$ cat config.mk
export PLATFORM = sky130hd
export DESIGN_NAME = stq_ram
export DESIGN_NICKNAME = d
export VERILOG_FILES = /design/src/stq_ram.sv
export SDC_FILE = /design/constraint.sdc
export NUM_CORES = 1
export LEC_CHECK = 0
export BUFFER_PORTS_ARGS = -buffer_cell sky130_fd_sc_hd__buf_2
export CORE_MARGIN = 4
export CORE_UTILIZATION = 50
export CTS_BUF_LIST = sky130_fd_sc_hd__clkbuf_16
export DETAILED_ROUTE_END_ITERATION = 8
export GPL_ROUTABILITY_DRIVEN = 0
export PLACE_DENSITY = 0.72
export SLEW_MARGIN = 20
export SYNTH_ARGS = -nofsm -noshare
export SYNTH_HDL_FRONTEND = slang
export SYNTH_SLANG_ARGS = --single-unit
$ cat constraint.sdc
create_clock -name i_clk -period 4.4 [get_ports i_clk]
set_input_delay 0.22 -clock i_clk [delete_from_list [all_inputs] [get_ports i_clk]]
set_output_delay 0.22 -clock i_clk [all_outputs]
set_load 0.005 [all_outputs]
$ cat src/stq_ram.sv
// Generic single-port-write, single-port-read RAM with registered read data.
module stq_ram #(
    parameter int WIDTH = 8,
    parameter int DEPTH = 16
) (
    input  logic                     i_clk,
    input  logic                     i_wr_en,
    input  logic [$clog2(DEPTH)-1:0] i_wr_addr,
    input  logic [WIDTH-1:0]         i_wr_data,
    input  logic                     i_rd_en,
    input  logic [$clog2(DEPTH)-1:0] i_rd_addr,
    output logic [WIDTH-1:0]         o_rd_data
);

    logic [WIDTH-1:0] r_mem [DEPTH];
    logic [WIDTH-1:0] r_rd_data;

    always_ff @(posedge i_clk) begin
        if (i_wr_en) begin
            r_mem[i_wr_addr] <= i_wr_data;
        end
        if (i_rd_en) begin
            r_rd_data <= r_mem[i_rd_addr];
        end
    end

    assign o_rd_data = r_rd_data;

endmodule

After elaboration in Yosys (flattened, before gate mapping)
Memory sizes are Yosys's and may differ from the RTL's. A register that Yosys moved wholly into a read port is not among the register bits. Index checks and enable logic that the tools add are counted.

Muxes and demuxes: 2.

Operators with widths (count): two-way mux 1 bit (2).

Register bits: 0. RAM bits: 128. Input port bits: 19. Output and inout port bits: 8. Word-level logic and storage cells: 3. Memories: 1.

Memory list: r_mem (depth 16, bits a word 8, rd ports 1, clocked after memory_dff 1, wr ports 1, RTL line 15) `logic [WIDTH-1:0] r_mem [DEPTH];`.

Logic depth before layout (Yosys ltp)
Depth in word-level cells: 2. Depth in mapped cells: 5. Depth with buffers taken out: 3.

Worst setup path after synthesis
No wires, ideal clock.

Kind: input port to flip-flop. Start point: input i_wr_addr[2]. End point: memory r_mem[0][0], enable pin. Library setup time: 383 ps. Data arrival time: 1330 ps. Required time: 4017 ps. Setup slack: 2687 ps. Stages: 2. Buffers on the path: 0. Cell sequence: or3b_2 nor3_1.

RTL lines: start: declaration (RTL line 8) `input logic [$clog2(DEPTH)-1:0] i_wr_addr,`; end: declaration (RTL line 15).

No word-level cell before the write port.

==> impl_metrics.yaml <==
run_status:
  status: "finished, final reports clean"
cts:
  cts_resized: 0
  cts_tree: "built"
  post_cts.repair.setup_buffers: 0
  cts_made_buffers: 17
  path_clk_slew_ns: 0.06
  clockBufferDepth: 2
  htree_num_levels: 4
  ctsHoldBuffers: 0
  clk_latency_ns: 0.41
  cts_sinks: 136
  clockRootBuffer: "clkbuf_16"
critical_path:
  r2r_cells: 3
  critPathKind: "in -> reg"
  worstPathCellList: "buf_4, mux4_1, a22oi_1, nand2_1"
  critPathMaxStageDelay_ns: 0.64
  reg2reg_slack_ns: 2.79
  crit_slowest_cell: "mux4_1"
  worst_setup_path_end_kind: "flip-flop"
  r2r-end: "o_rd_data[0]"
  critPathArrivalTime_ns: 1.83
  crit_fanout: 32
  worstPathRequired_ns: 4.55
  cp_num_buf_inv: 1
  r2r-start: "r_mem[2][0]"
  cp-start-kind: "input port"
  critPathTopFamily: "multiplexers"
cells_and_area:
  layout-drive-gt1-share_pct: 27.70
  final_nets: 284
  final-instance-count-excl-fill: 414
  num_antenna_cells: 0
  fillCellCount: 701
  fin_area_um2: 6055
  fin_util_pct: 59.18
  areaGrowthSynthToFinish_pct: 15.82
yosys:
  synth.distinct_cells: 18
  yosysMostFrequentCell: "edfxtp_1"
  synthTopCellsByArea: "edfxtp_1 (78%), mux4_2 (7.8%), mux4_1 (7.0%)"
  synth_top_cell_area_share_pct: 78.12
  syn_inst: 229
  synth_area_um2: 5228
  synth_edf_count: 136
  ys.flop_type: "edfxtp_1"
  ys_seq_elements: 136
  syn-num-nets: 248
  async_flop_share_pct: 0
  avgSynthCellArea_um2: 22.83
  synth_top_area_cell: "edfxtp_1"
  seq_area_frac_synth_pct: 78.12
  ys_warn_count: 0
  synth_common_cells: "edfxtp_1 (136), mux4_2 (18), a22oi_1 (16)"
sta:
  timing.final.max_slew_violations: 0
  max_slew_margin_pct: 28.69
  post-route-period-util_pct: 38.12
  fin_setup_tns_ns: 0
  clock.fmax_mhz: 596.2
  skew_ns: 0.006651
  rsz0062_at_grt: "false"
  finalCriticalPeriod_ns: 1.677
  tightest_slew_ns: 1.066
  hold_ws_ns: 0.1886
  hold_violations: 0
  setup_viol: 0
grt:
  grt_use_total_pct: 18.90
  grt_pass1_vias: 2503
  antenna_found_initial: 0
  grt_max_degree: 33
  grt-ovfl-total: 0
  grt_pass1_wl_um: 15410
pwr:
  power_density_nw_per_um2: 494.9
  ir_drop_uv: 230.8
  p_leak_nw: 2.001
floorplan:
  core_area_um2: 10230
  die_area_um2: 12160
  ioPinCount: 27
  placementRows: 37
  start_util_pct: 51.09
  die_y_um: 110.3
  die_w_um: 110.3
worst_hold_path:
  worstHoldStart: "i_wr_data[2]"
  min_path_type: "in -> reg"
  min_to: "r_mem[9][2]"
  hold_depth: 1
placement:
  place_hpwl_um: 6059
  place_inst: 382
  numPortBuffers: 26
  placed_cell_area_um2: 5464
drt:
  drc_errors: 0
  drt_iter0_markers: 218
  vias_per_cell: 6.094
  firstDrtPassIters: 7
  wire_per_inst_um: 25.68
  antenna_left: 0
  routed_wl_um: 10630
  num_vias: 2523
flow_run:
  drv_cap: 0
-- layer usage --
layer	track usage [%]	share of wire (%)	vias to the layer above
li1	-	-	1055
met1	25.66	41	1315
met2	28.68	48	132
met3	5.533	8.9	21
met4	8.443	1.8	0
met5	0	0	-
-- sequential cells by signal (all words and copies together), names as in the netlist --
register and flops:
o_rd_data 8, r_mem 128
-- worst max path at each step --
stage | end | from | depth (start not counted)
floorplan | r_mem[0][0] | i_wr_addr[2] | 2
global placement | o_rd_data[0] | i_rd_addr[0] | 4
detailed placement | o_rd_data[0] | i_rd_addr[0] | 4
CTS | o_rd_data[0] | i_rd_addr[0] | 4
global route | o_rd_data[0] | i_rd_addr[0] | 4
finish | o_rd_data[0] | i_rd_addr[0] | 4
-- cells in the final DEF (no fill, tap or decap) --
cell type   synthesis  routed
clkinv_2            0       2
or3b_2              1       1
nand2_1             9       9
and2_1              1       1
buf_4               1       2
clkinv_4            0       2
clkbuf_16           0      17
nand2b_1            2       2
nand3b_1            2       2
nand3_1             1       1
nor2b_1             1       1
a22oi_1            16      16
inv_1               0       2
bufinv_16           0       3
mux4_1             14      14
mux4_2             18      18
nor2_1             13      13
nor3_2              0       3
buf_2               3      25
edfxtp_1          136     136
and2b_1             1       1
clkinv_1            0       2
nor3_1              4       1
clkinvlp_4          0       4
-- stage by stage --
stage / power (W) / worst slack, ns
finish: 0.002997 / 2.723
global route: 0.003075 / 2.634
CTS: 0.003005 / 2.339
detailed placement: 0.001621 / 1.909
global placement: 0.001616 / 1.901
floorplan: 0.001566 / 2.687
-- cell families after synthesis --
family / after synthesis / share of synthesized area (%)
flip-flops: 136 / 78.12
AND/OR/NAND/NOR: 35 / 3.136
multiplexers: 32 / 14.79
AO/OA/AOI/OAI: 16 / 2.298
buffers and inverters: 10 / 1.651
-- power by group --
part	leakage, nW	switching [W]	internal, W
combinational	0.483	0.0000759	0.0000505
sequential	1.24	0.00000877	0.00146
clock	0.282	0.000520	0.000881
total	2.00	0.000605	0.00239
-- final cells by class --
type                    count  area (um^2)  share of cell area [%]
clock buffers              17        425.4                   7.026
well taps                 136        170.2                   2.810
flip-flops and latches    136         4084                   67.45
clock inverters            15        162.7                   2.687
multi-input cells          83         1072                   17.71
repair buffers             27        140.1                   2.315
No activity file was read; power rests on OpenSTA's default activity.
